$ cat src/lbcd_pkg.sv
package lbcd_pkg;

    // Request beat: key, address and size of one stored item
    typedef struct packed {
        logic [31:0] req_key;
        logic [31:0] req_addr;
        logic [24:0] req_size;
    } t_req;

    // Response beat: lookup outcome and the entry that now holds the key
    typedef struct packed {
        logic        hit;
        logic [2:0]  slot;
        logic [31:0] entry_addr;
        logic [24:0] entry_size;
        logic        evicted_valid;
        logic [31:0] evicted_key;
    } t_rsp;

    typedef enum logic {
        ST_IDLE,
        ST_WORK
    } t_state;

    // Controller -> datapath
    typedef struct packed {
        logic load;    // capture the request beat
        logic commit;  // update the directory and load the response register
    } t_cmd;

    // Datapath -> controller
    typedef struct packed {
        logic out_free;  // response register can take a beat this cycle
    } t_sts;

endpackage

$ cat src/lbcd_ctrl.sv
module lbcd_ctrl (
    input  logic              i_clk,
    input  logic              i_rst_n,
    input  logic              i_req_valid,
    input  lbcd_pkg::t_sts    i_sts,
    output lbcd_pkg::t_cmd    o_cmd,
    output logic              o_req_stall
);

    lbcd_pkg::t_state r_state;
    lbcd_pkg::t_state n_state;

    always_ff @(posedge i_clk) begin
        if (!i_rst_n) begin
            r_state <= lbcd_pkg::ST_IDLE;
        end else begin
            r_state <= n_state;
        end
    end

    // Next state
    always_comb begin
        n_state = r_state;
        case (r_state)
            lbcd_pkg::ST_IDLE: begin
                if (i_req_valid) begin
                    n_state = lbcd_pkg::ST_WORK;
                end
            end
            lbcd_pkg::ST_WORK: begin
                if (i_sts.out_free) begin
                    n_state = lbcd_pkg::ST_IDLE;
                end
            end
            default: begin
                n_state = lbcd_pkg::ST_IDLE;
            end
        endcase
    end

    // Outputs
    always_comb begin
        o_cmd       = '0;
        o_req_stall = 1'b1;
        case (r_state)
            lbcd_pkg::ST_IDLE: begin
                o_req_stall = 1'b0;
                o_cmd.load  = i_req_valid;
            end
            lbcd_pkg::ST_WORK: begin
                o_cmd.commit = i_sts.out_free;
            end
            default: begin
                o_req_stall = 1'b1;
            end
        endcase
    end

endmodule

$ cat src/lbcd_dp.sv
module lbcd_dp #(
    parameter int ENTRIES   = 5,
    parameter int KEY_WIDTH = 32
) (
    input  logic              i_clk,
    input  logic              i_rst_n,
    input  lbcd_pkg::t_cmd    i_cmd,
    output lbcd_pkg::t_sts    o_sts,
    input  lbcd_pkg::t_req    i_req,
    output logic              o_rsp_valid,
    output lbcd_pkg::t_rsp    o_rsp,
    input  logic              i_rsp_stall
);

    localparam int SW = (ENTRIES > 1) ? $clog2(ENTRIES) : 1;

    // Captured request
    logic [KEY_WIDTH-1:0] r_req_key;
    logic [31:0]          r_req_addr;
    logic [24:0]          r_req_size;

    // Directory entries
    logic [KEY_WIDTH-1:0] r_key  [ENTRIES];
    logic [31:0]          r_base [ENTRIES];
    logic [24:0]          r_len  [ENTRIES];
    logic                 r_valid[ENTRIES];
    logic [SW-1:0]        r_rank [ENTRIES];

    // Response register
    lbcd_pkg::t_rsp r_rsp;
    logic           r_rsp_valid;

    logic [KEY_WIDTH+31:0] req_key_wide;
    logic [KEY_WIDTH-1:0]  req_key;
    logic [ENTRIES-1:0]    match;
    logic                  hit;
    logic [SW-1:0]         hit_idx;
    logic [SW-1:0]         vic_idx;
    logic [SW-1:0]         sel;
    logic [SW-1:0]         old_rank;
    logic [SW+2:0]         sel_wide;
    logic [KEY_WIDTH+31:0] ev_key_wide;
    logic                  ev_valid;
    lbcd_pkg::t_rsp        n_rsp;

    // Keep the low KEY_WIDTH bits of the key, zero-extend when wider
    assign req_key_wide = {{KEY_WIDTH{1'b0}}, i_req.req_key};
    assign req_key      = req_key_wide[KEY_WIDTH-1:0];

    always_ff @(posedge i_clk) begin
        if (i_cmd.load) begin
            r_req_key  <= req_key;
            r_req_addr <= i_req.req_addr;
            r_req_size <= i_req.req_size;
        end
    end

    // Parallel tag compare; lowest matching slot wins
    always_comb begin
        hit_idx = '0;
        for (int i = ENTRIES - 1; i >= 0; i--) begin
            match[i] = r_valid[i] && (r_key[i] == r_req_key);
            if (match[i]) begin
                hit_idx = SW'(i);
            end
        end
        hit = |match;
    end

    // Ranks are a permutation, so the victim holds the highest rank
    always_comb begin
        vic_idx = '0;
        for (int i = ENTRIES - 1; i >= 0; i--) begin
            if (r_rank[i] == SW'(ENTRIES - 1)) begin
                vic_idx = SW'(i);
            end
        end
    end

    assign sel      = hit ? hit_idx : vic_idx;
    assign old_rank = r_rank[sel];
    assign sel_wide = {3'b000, sel};
    assign ev_valid = !hit && r_valid[sel];
    assign ev_key_wide = {32'd0, r_key[sel]};

    always_comb begin
        n_rsp.hit           = hit;
        n_rsp.slot          = sel_wide[2:0];
        n_rsp.entry_addr    = hit ? r_base[sel] : r_req_addr;
        n_rsp.entry_size    = hit ? r_len[sel]  : r_req_size;
        n_rsp.evicted_valid = ev_valid;
        n_rsp.evicted_key   = ev_valid ? ev_key_wide[31:0] : 32'd0;
    end

    // Entry payload: write the victim on a miss
    always_ff @(posedge i_clk) begin
        if (i_cmd.commit && !hit) begin
            r_key[sel]  <= r_req_key;
            r_base[sel] <= r_req_addr;
            r_len[sel]  <= r_req_size;
        end
    end

    // Valid bits and recency ranks
    always_ff @(posedge i_clk) begin
        if (!i_rst_n) begin
            for (int i = 0; i < ENTRIES; i++) begin
                r_valid[i] <= 1'b0;
                r_rank[i]  <= SW'(i);
            end
        end else if (i_cmd.commit) begin
            for (int i = 0; i < ENTRIES; i++) begin
                if (SW'(i) == sel) begin
                    r_valid[i] <= 1'b1;
                    r_rank[i]  <= '0;
                end else if (r_rank[i] < old_rank) begin
                    r_rank[i] <= r_rank[i] + 1'b1;
                end
            end
        end
    end

    assign o_sts.out_free = !r_rsp_valid || !i_rsp_stall;

    always_ff @(posedge i_clk) begin
        if (i_cmd.commit) begin
            r_rsp <= n_rsp;
        end
    end

    always_ff @(posedge i_clk) begin
        if (!i_rst_n) begin
            r_rsp_valid <= 1'b0;
        end else if (i_cmd.commit) begin
            r_rsp_valid <= 1'b1;
        end else if (!i_rsp_stall) begin
            r_rsp_valid <= 1'b0;
        end
    end

    assign o_rsp_valid = r_rsp_valid;
    assign o_rsp       = r_rsp;

endmodule

$ cat src/lru_bitstream_cache_directory.sv
// Flow: the request beat is captured on accept, then the lookup and commit step loads the response register.
// The request side takes a beat only in the idle state, so no new request is taken until the last one has
// committed; the commit step waits while the response register holds an unaccepted beat.
// Reset (i_rst_n low, synchronous): all entries invalid, slot i gets recency rank i,
// controller idle, response register empty. Stored keys, addresses and sizes are not cleared.
module lru_bitstream_cache_directory #(
    parameter int ENTRIES   = 5,
    parameter int KEY_WIDTH = 32
) (
    input  logic              i_clk,
    input  logic              i_rst_n,
    // Request channel
    input  logic              i_req_valid,
    input  lbcd_pkg::t_req    i_req,
    output logic              o_req_stall,
    // Response channel
    output logic              o_rsp_valid,
    output lbcd_pkg::t_rsp    o_rsp,
    input  logic              i_rsp_stall
);

    // Command and status between the sequencer and the directory datapath
    lbcd_pkg::t_cmd cmd;
    lbcd_pkg::t_sts sts;

    // Sequencer: idle -> take a request beat; work -> commit once the
    // response register is free, then drop back to idle.
    lbcd_ctrl u_ctrl (
        .i_clk       (i_clk),
        .i_rst_n     (i_rst_n),
        .i_req_valid (i_req_valid),
        .i_sts       (sts),
        .o_cmd       (cmd),
        .o_req_stall (o_req_stall)
    );

    // Directory: parallel key compare over all entries, victim pick by rank,
    // entry write on a miss, recency update, and the registered response beat.
    lbcd_dp #(
        .ENTRIES   (ENTRIES),
        .KEY_WIDTH (KEY_WIDTH)
    ) u_dp (
        .i_clk       (i_clk),
        .i_rst_n     (i_rst_n),
        .i_cmd       (cmd),
        .o_sts       (sts),
        .i_req       (i_req),
        .o_rsp_valid (o_rsp_valid),
        .o_rsp       (o_rsp),
        .i_rsp_stall (i_rsp_stall)
    );

endmodule

$ cat config.mk
export PLATFORM = sky130hd
export DESIGN_NAME = lru_bitstream_cache_directory
export DESIGN_NICKNAME = d
export VERILOG_FILES = /design/src/lbcd_pkg.sv /design/src/lbcd_ctrl.sv /design/src/lbcd_dp.sv /design/src/lru_bitstream_cache_directory.sv
export SDC_FILE = /design/constraint.sdc
export NUM_CORES = 1
export LEC_CHECK = 0
export BUFFER_PORTS_ARGS = -buffer_cell sky130_fd_sc_hd__buf_2
export CORE_ASPECT_RATIO = 1.4
export CORE_MARGIN = 2
export CORE_UTILIZATION = 52
export CTS_BUF_LIST = sky130_fd_sc_hd__clkbuf_4 sky130_fd_sc_hd__clkbuf_8
export DETAILED_ROUTE_END_ITERATION = 8
export PLACE_DENSITY = 0.7
export REMOVE_ABC_BUFFERS = 1
export SYNTH_ARGS = -nofsm -noshare
export SYNTH_HDL_FRONTEND = slang
export SYNTH_HIERARCHICAL = 1
export SYNTH_SLANG_ARGS = --single-unit
$ cat constraint.sdc
create_clock -name i_clk -period 13.9 [get_ports i_clk]
set_clock_uncertainty 0.2 [all_clocks]
set_input_delay 2.085 -clock i_clk [delete_from_list [all_inputs] [get_ports i_clk]]
set_output_delay 2.085 -clock i_clk [all_outputs]
set_load 0.005 [all_outputs]
# Word-level counts from Yosys, hierarchy flattened
# Memories as Yosys holds them, arrays and structs flattened. A register that Yosys moved wholly into a read port is not among the register bits.
# Index checks and enable logic that the tools add are counted.
# totals
register_bits,96
ramBits,465
in_bits,93
output_inout_bits,96
elab_cells,150
n_memories,5
# mem_list
name,words,width,read_ports,rd_clocked_by_memory_dff,wr,line,rtl
u_dp.r_base,5,32,1,1,1,lbcd_dp.sv:24,logic [31:0] r_base [ENTRIES];
u_dp.r_key,5,32,6,1,1,lbcd_dp.sv:23,logic [KEY_WIDTH-1:0] r_key [ENTRIES];
u_dp.r_len,5,25,1,1,1,lbcd_dp.sv:25,logic [24:0] r_len [ENTRIES];
u_dp.r_rank,5,3,6,0,5,lbcd_dp.sv:27,logic [SW-1:0] r_rank [ENTRIES];
u_dp.r_valid,5,1,6,0,5,lbcd_dp.sv:26,logic r_valid[ENTRIES];
# classes
n_addsub,5
magnitude_cmp,5
eq_ne,15
muxes,82
n_bitwise,16
reduce_logical,14
# ops
cell,n
32-bit == test,5
3-bit two-way mux,21
1-bit two-way mux,60
3-bit by 1-bit adder with 3-bit output (second input constant),5
3-bit == test (second input constant),5
3-bit less-than comparator,5
1-bit OR,15
1-bit logical AND,7
2-bit by 3-bit == test with 1-bit output (first input constant),2
5-bit OR reduction,1
1-bit logical NOT,4
1-bit by 3-bit == test with 1-bit output (first input constant),1
3-bit == test (first input constant),1
3-bit logical NOT,1
2-bit by 1-bit inequality test with 1-bit output (second input constant),1
1-bit one-hot mux with 2 select lines,1
1-bit logical OR,1
1-bit NOT,1

# Logic depth before layout (Yosys ltp)
# Gate-level depths: netlist of run 1.
# An unclocked memory read counts as a cell.
# depth
word_depth,17
depth_mapped,18
ltp_nobuf,15

# By module
# Netlist of run 1, hierarchy kept.
# by_module_without_submodules
mod,n_inst,cells_each,area_each_um2,seq_area_each_um2
lbcd_dp,1,2072,27222.4,19478.7
lbcd_ctrl,1,5,46.3,20.0

# Least setup slack after synthesis of run 1
# OpenSTA, ideal clock, no wires.
# synth_timing
path_kind,input port to flip-flop
start,input port i_rsp_stall
end,memory u_dp.r_base[2][0] (enable)
setup_ns,0.646
arrival_time_ns,9.538
required_ns,13.054
path_slack_ns,3.515
stages,6
n_path_buf,2
path_cell_list,nand2_1 > and2_4 > nand2_1 > clkbuf_1 > clkbuf_1 > nor3_1
# synth_lines
item,line,rtl
from (decl),lru_bitstream_cache_directory.sv:19,input logic i_rsp_stall
to (decl),lbcd_dp.sv:24,

# Worst setup path after layout of run 1
# layout_timing
start,register u_dp.r_req_key[5]
end,register u_dp/o_rsp[66] (netlist name)
# layout_via
elab_chain_cells,8
elab_cells_between_ends,17
cone_classes,5 x eq/ne; 6 x mux; 6 x reduce/logical
# layout_lines
item,line,rtl
from (decl),lbcd_dp.sv:18,logic [KEY_WIDTH-1:0] r_req_key;
from (signal assigned),lbcd_dp.sv:52,r_req_key <= req_key;
32-bit == test,lbcd_dp.sv:62,match[i] = r_valid[i] && (r_key[i] == r_req_key);
1-bit logical AND,lbcd_dp.sv:62,
3-bit two-way mux (5 in a row),lbcd_dp.sv:63,if (match[i]) begin
3-bit two-way mux *,lbcd_dp.sv:80,assign sel = hit ? hit_idx : vic_idx;
# Every way passes the cells marked *; elsewhere a longest branch is shown, timed or not.
# A chain may end at the register's enable or synchronous reset.

==> results.json, run 1 <==
{
  "post-place-ws_ps": 7670,
  "yosys.area.top_type": "edfxtp_1",
  "cts-htree-levels": 3,
  "r2r_cells": 14,
  "yosysTopAreaCellShare_pct": 71.4,
  "arrival_ps": 6640,
  "design_area_um2": 30600,
  "io_buffers": 188,
  "outcome": "complete, no violations",
  "cts_setup_buffers": 0,
  "crit_type": "reg2reg",
  "finalNetCount": 2365,
  "cts_sinks": 650,
  "grt_pass1_wl_mm": 108,
  "slew-limit-headroom_pct": 18.2,
  "drv_slew": 0,
  "drc": 0,
  "route.met2.wl_mm": 37.5,
  "dieArea_um2": 54300,
  "ys_async_sr_fraction_pct": 0,
  "slowest_delay_ps": 740,
  "ios": 189,
  "routedWlPerCell_um": 24.5,
  "worstPathCellList": "xor2_1 > nor4_1 > nand4_1 > or4_1 > a21boi_0 > nand2_4 > inv_6 > buf_4 > buf_4 > nand2_1 > and3_1 > a311oi_1 > a21oi_1 > a21oi_1",
  "grtUsageTotal_pct": 27.2,
  "insertion_delay_ps": 720,
  "hold_violations": 0,
  "setup_viol": 0,
  "cp_slowest_cell": "buf_4",
  "fin_tns_setup_ps": 0,
  "cts-root-buf": "clkbuf_8",
  "crit_fanout": 77,
  "path_clk_slew_ps": 60,
  "synthFlopType": "edfxtp_1",
  "syn_to_final_growth_pct": 12.1,
  "fillCellCount": 4157,
  "rows": 99,
  "clk_path_buf_depth": 3,
  "antenna_left": 0,
  "ys_seq_elements": 650,
  "netlist_top_cells_area": "edfxtp_1, nand2_1, xnor2_1, a21oi_1, a311oi_1",
  "drive_above_1_share_pct": 16.6,
  "top_layer_used": "met4",
  "tightest_slew_ps": 1220,
  "met3WireLength_mm": 4.37,
  "cts_resized": 0,
  "cap_violations": 0,
  "hold_path_class": "reg2reg",
  "viasPerCell": 5.90,
  "gp_congestion": 0.941,
  "fin_crit_sh_pct": 45.3,
  "die_w_um": 198,
  "placed_cell_area_um2": 28800,
  "drtPass1Iterations": 6,
  "vdd_drop_max_mv": 0.0833,
  "fin_util_pct": 58.7,
  "clock.fmax_mhz": 159,
  "power_mw": 4.17,
  "crit_required_ps": 14240,
  "wl_mm": 73.3,
  "p_per_area_nw_per_um2": 136,
  "final_cell_mix": "edfxtp_1, nand2_1, buf_2",
  "cts_buffers": 95,
  "yosys_warnings": 6,
  "p_leak_nw": 10.8,
  "vias": 17600,
  "synth-edff-count": 648,
  "seq_area_frac_synth_pct": 71.5,
  "cp-start-kind": "register",
  "synth_cells": 2077,
  "final.setup.worst_slack_ps": 7610,
  "rsz0062_at_grt": "no",
  "grt_antenna_before_repair": 2,
  "syn_area_um2": 27300,
  "cts_hold_repair.buffers": 0,
  "synth_cell_types": 68,
  "dieHeight_um": 275,
  "dp_hpwl_mm": 46.5,
  "fin_crit_ps": 6290,
  "fp.coreArea_um2": 52000,
  "whs_path_depth": 2,
  "drt-met1-wl_mm": 28.2,
  "start_util_pct": 52.4,
  "syn_area_per_cell_um2": 13.1,
  "setup.worst_path.end_class": "register",
  "drt_iter0_drc": 1481,
  "grt_pass1_vias": 17500,
  "tritoncts": "built",
  "grt_max_degree": 81,
  "layout_commonest_cell": "edfxtp_1",
  "overflow": 0
}
## sequential cells by signal, indices dropped and copies added, names as in the netlist, 5 cells and up
name and count:
u_dp/o_rsp 94, u_dp/r_base 160, u_dp/r_key 160, u_dp/r_len 125
u_dp/r_rank 15, u_dp/r_req_addr 32, u_dp/r_req_key 32, u_dp/r_req_size 25
u_dp/r_valid 5
## synth_stat cells (all sizes together) (2+ instances only)
cell     count
o22ai        4
o31ai        2
nand3      101
o2bb2ai      2
a311oi      60
inv         31
and3        62
or2          4
or4b         2
o41ai        4
xnor2      100
o21ai       14
ha          15
nand2      420
and4b        2
buf         30
nor3b        2
nor3        12
o21bai       4
and2         3
a31oi        4
a21o         2
a211oi       2
or3          5
nand2b      21
o2111ai      3
clkbuf     100
a21boi       4
edfxtp     648
o221ai       2
dfxtp        2
nor4        25
nand4       46
a211o        3
nor4b        8
a21oi      153
and4         6
xor2        54
or4          7
mux2i        2
a311o        2
nor2        85
o211ai       6
## worst max-delay path: cells and delay by family (launching register included)
family                 cells  cell delay, ps
AO/OA/AOI/OAI              4             940
XOR/XNOR                   1             250
buffers and inverters      3            1850
flip-flops                 1             610
AND/OR/NAND/NOR            6            2080
## path summary, 6_finish.rpt
path / end / from / slack [ps]
max: u_dp/o_rsp[66]$_DFFE_PP_ / u_dp/r_req_key[5]$_DFFE_PP_ / 7610
min: u_dp/o_rsp_valid$_SDFFE_PN0P_ / u_dp/o_rsp_valid$_SDFFE_PN0P_ / 290
min reg2reg: u_dp/o_rsp_valid$_SDFFE_PN0P_ / u_dp/o_rsp_valid$_SDFFE_PN0P_ / 290
max reg2reg: u_dp/o_rsp[66]$_DFFE_PP_ / u_dp/r_req_key[5]$_DFFE_PP_ / 7610
## layout make-up
cell class,instances,area [um2],share of cell area [%]
inverters,32,129,0.422
repair buffers,213,1130,3.69
clock inverters,49,269,0.880
multi-input cells,1265,7190,23.5
well taps,656,821,2.69
clock buffers,123,1520,4.99
diodes,2,5.00,0.0164
flip-flops and latches,650,19500,63.8
## stage by stage
step | hold WS [ps] | std cells
6_report | 294 | 2990
5_1_grt | 341 | 2990
4_1_cts | 297 | 2988
3_5_place_dp | 289 | 2816
3_3_place_gp | 282 | 2816
2_1_floorplan | 283 | 1947
## per-layer routing
| layer | GRT usage, % | vias up |
|---|---|---|
| li1 | - | 8037 |
| met3 | 4.34 | 150 |
| met2 | 46.6 | 717 |
| met5 | 0 | - |
| met4 | 13.6 | 0 |
| met1 | 33.6 | 8723 |
## cells by family (layout without fill, tap and decap cells)
logic type               after synthesis  in the layout  synth area share [%]
AO/OA/AOI/OAI                        278            278                  6.53
XOR/XNOR                             154            154                  4.95
adder cells (fa/ha/maj)               15             15                 0.688
buffers and inverters                162            417                  2.37
flip-flops                           650            650                  71.5
multiplexers                           2              2                0.0734
other                                  0              2                     0
AND/OR/NAND/NOR                      816            816                  13.9
## power by group
part	leakage (nW)	internal, mW	switching, mW
clock network	0.957	0.739	0.719
registers	5.98	2.27	0.0656
logic	3.85	0.120	0.255
(Power assumes the default switching activity.)
==> run 2, diff against run 1 <==
--- a/config.mk
+++ b/config.mk
@@ -11,7 +11,7 @@
 export CORE_UTILIZATION = 52
 export CTS_BUF_LIST = sky130_fd_sc_hd__clkbuf_4 sky130_fd_sc_hd__clkbuf_8
 export DETAILED_ROUTE_END_ITERATION = 8
-export PLACE_DENSITY = 0.7
+export PLACE_DENSITY = 0.73
 export REMOVE_ABC_BUFFERS = 1
 export SYNTH_ARGS = -nofsm -noshare
 export SYNTH_HDL_FRONTEND = slang
==> constraint.sdc (replaced) <==
create_clock -name i_clk -period 5.36 [get_ports i_clk]
set_clock_uncertainty 0.2 [all_clocks]
set_input_delay 0.804 -clock i_clk [delete_from_list [all_inputs] [get_ports i_clk]]
set_output_delay 0.804 -clock i_clk [all_outputs]
set_load 0.005 [all_outputs]
==> results.json, run 2 (synthesized netlist as in run 1, its figures left out) <==
{
  "outcome": "complete, no violations",
  "start_util_pct": 52.4,
  "ios": 189,
  "setup_viol": 0,
  "crit_type": "reg2reg",
  "layout_commonest_cell": "edfxtp_1",
  "drc": 0,
  "rsz0062_at_grt": "no",
  "cts-htree-levels": 3,
  "finalNetCount": 2374,
  "grt_pass1_wl_mm": 107,
  "grt_antenna_before_repair": 2,
  "grt_max_degree": 113,
  "drv_slew": 0,
  "grt_pass1_vias": 17300,
  "io_buffers": 188,
  "crit_required_ps": 5520,
  "tritoncts": "built",
  "reg.largest.list": "u_dp/r_base x160, u_dp/r_key x160, u_dp/r_len x125",
  "hold_path_class": "in2reg",
  "wl_mm": 72.9,
  "drt_iter0_drc": 1666,
  "cts_setup_buffers": 0,
  "insertion_delay_ps": 690,
  "grtUsageTotal_pct": 26.7,
  "cap_violations": 0,
  "viasPerCell": 5.93,
  "p_leak_nw": 10.9,
  "antenna_left": 0,
  "setup.worst_path.end_class": "register",
  "cts_sinks": 650,
  "p_per_area_nw_per_um2": 353,
  "hold_violations": 0,
  "path_clk_slew_ps": 60,
  "slew-limit-headroom_pct": 27.3,
  "final.setup.worst_slack_ps": 430,
  "cp_slowest_cell": "edfxtp_1",
  "dieArea_um2": 54300,
  "drive_above_1_share_pct": 16.9,
  "clock.fmax_mhz": 203,
  "fin_crit_sh_pct": 92.0,
  "cp-start-kind": "register",
  "syn_to_final_growth_pct": 13.0,
  "fin_util_pct": 59.3,
  "fillCellCount": 4061,
  "vdd_drop_max_mv": 0.207,
  "crit_fanout": 17,
  "final_cell_mix": "edfxtp_1, nand2_1, buf_2",
  "cts-root-buf": "clkbuf_8",
  "worstPathCellList": "xor2_1 > or4_1 > or4_4 > o31ai_4 > a211o_1 > a21o_4 > inv_2 > and3_1 > a311oi_1 > a21oi_1 > ha_1 > or3_1 > o21bai_1",
  "clk_path_buf_depth": 3,
  "drtPass1Iterations": 6,
  "fp.coreArea_um2": 52000,
  "cts_buffers": 94,
  "die_w_um": 198,
  "dieHeight_um": 275,
  "overflow": 0,
  "gp_congestion": 0.945,
  "post-place-ws_ps": 471,
  "cts_hold_repair.buffers": 0,
  "arrival_ps": 5090,
  "tightest_slew_ps": 1090,
  "cts_resized": 0,
  "vias": 17700,
  "slowest_delay_ps": 580,
  "rows": 99,
  "dp_hpwl_mm": 45.0,
  "fin_crit_ps": 4930,
  "routedWlPerCell_um": 24.3
}
## run 2: cell types whose count changed in the layout (fill, tap and decap cells not counted), sizes merged
cell      before  now
buf          213  223
clkinv        45   33
diode          2    1
clkbuf       123  129
bufinv         1    2
clkinvlp       2    3
## run 2: worst max-delay path: cells and delay by family (launching register included)
family | cells | cell delay [ps]
xor+xnor | 1 | 250
compound gates | 6 | 1580
fa+ha+maj | 1 | 240
flops | 1 | 580
simple gates | 4 | 1680
buf+inv | 1 | 80
## run 2: final timing paths
kind | slack (ps) | from | depth (start not counted) | end
setup / recovery | 430 | u_dp/r_req_key[0]$_DFFE_PP_ | 13 | u_dp/r_rank[1][2]$_SDFFCE_PN0P_
hold reg to reg | 310 | u_dp/o_rsp_valid$_SDFFE_PN0P_ | 2 | u_dp/o_rsp_valid$_SDFFE_PN0P_
setup reg to reg | 430 | u_dp/r_req_key[0]$_DFFE_PP_ | 13 | u_dp/r_rank[1][2]$_SDFFCE_PN0P_
hold / removal | 90 | i_req[13] | 1 | u_dp/r_req_size[13]$_DFFE_PP_
## run 2: area by class of cell
cell class	instances	area, um2	area share (%)
Timing Repair Buffer	223	1370	4.43
Clock inverter	39	236	0.767
Tap cell	656	821	2.66
Antenna cell	1	2.50	0.00812
Sequential cell	650	19500	63.3
Clock buffer	129	1590	5.15
Inverter	32	128	0.414
Multi-Input combinational cell	1265	7190	23.3
## run 2: metrics by stage
stage	power [mW]	area, um2	setup TNS [ps]	hold WS, ps	std cells
after floorplan	6.67	26700	-2714290	283	1947
after global placement	7.12	29000	0	284	2826
after detailed placement	7.14	29000	0	293	2826
after CTS	11.0	30800	0	24.7	2994
after global routing	11.3	30800	0	41.2	2995
final	10.9	30800	0	86.1	2995
## run 2: metal layers
metal / up-vias / wire length, um / GRT usage, %
met4: 2 / 3040 / 12.3
met3: 150 / 4740 / 4.62
li1: 8051 / - / -
met5: - / 13 / 0
met1: 8803 / 28200 / 33.8
met2: 742 / 36900 / 45.3
## run 2: where the power goes
group          leakage [nW]  total, mW  internal (mW)  switching [mW]
logic                  3.94       1.01          0.331           0.675
clock network         0.962       3.84           2.02            1.83
registers              5.98       6.04           5.88           0.163
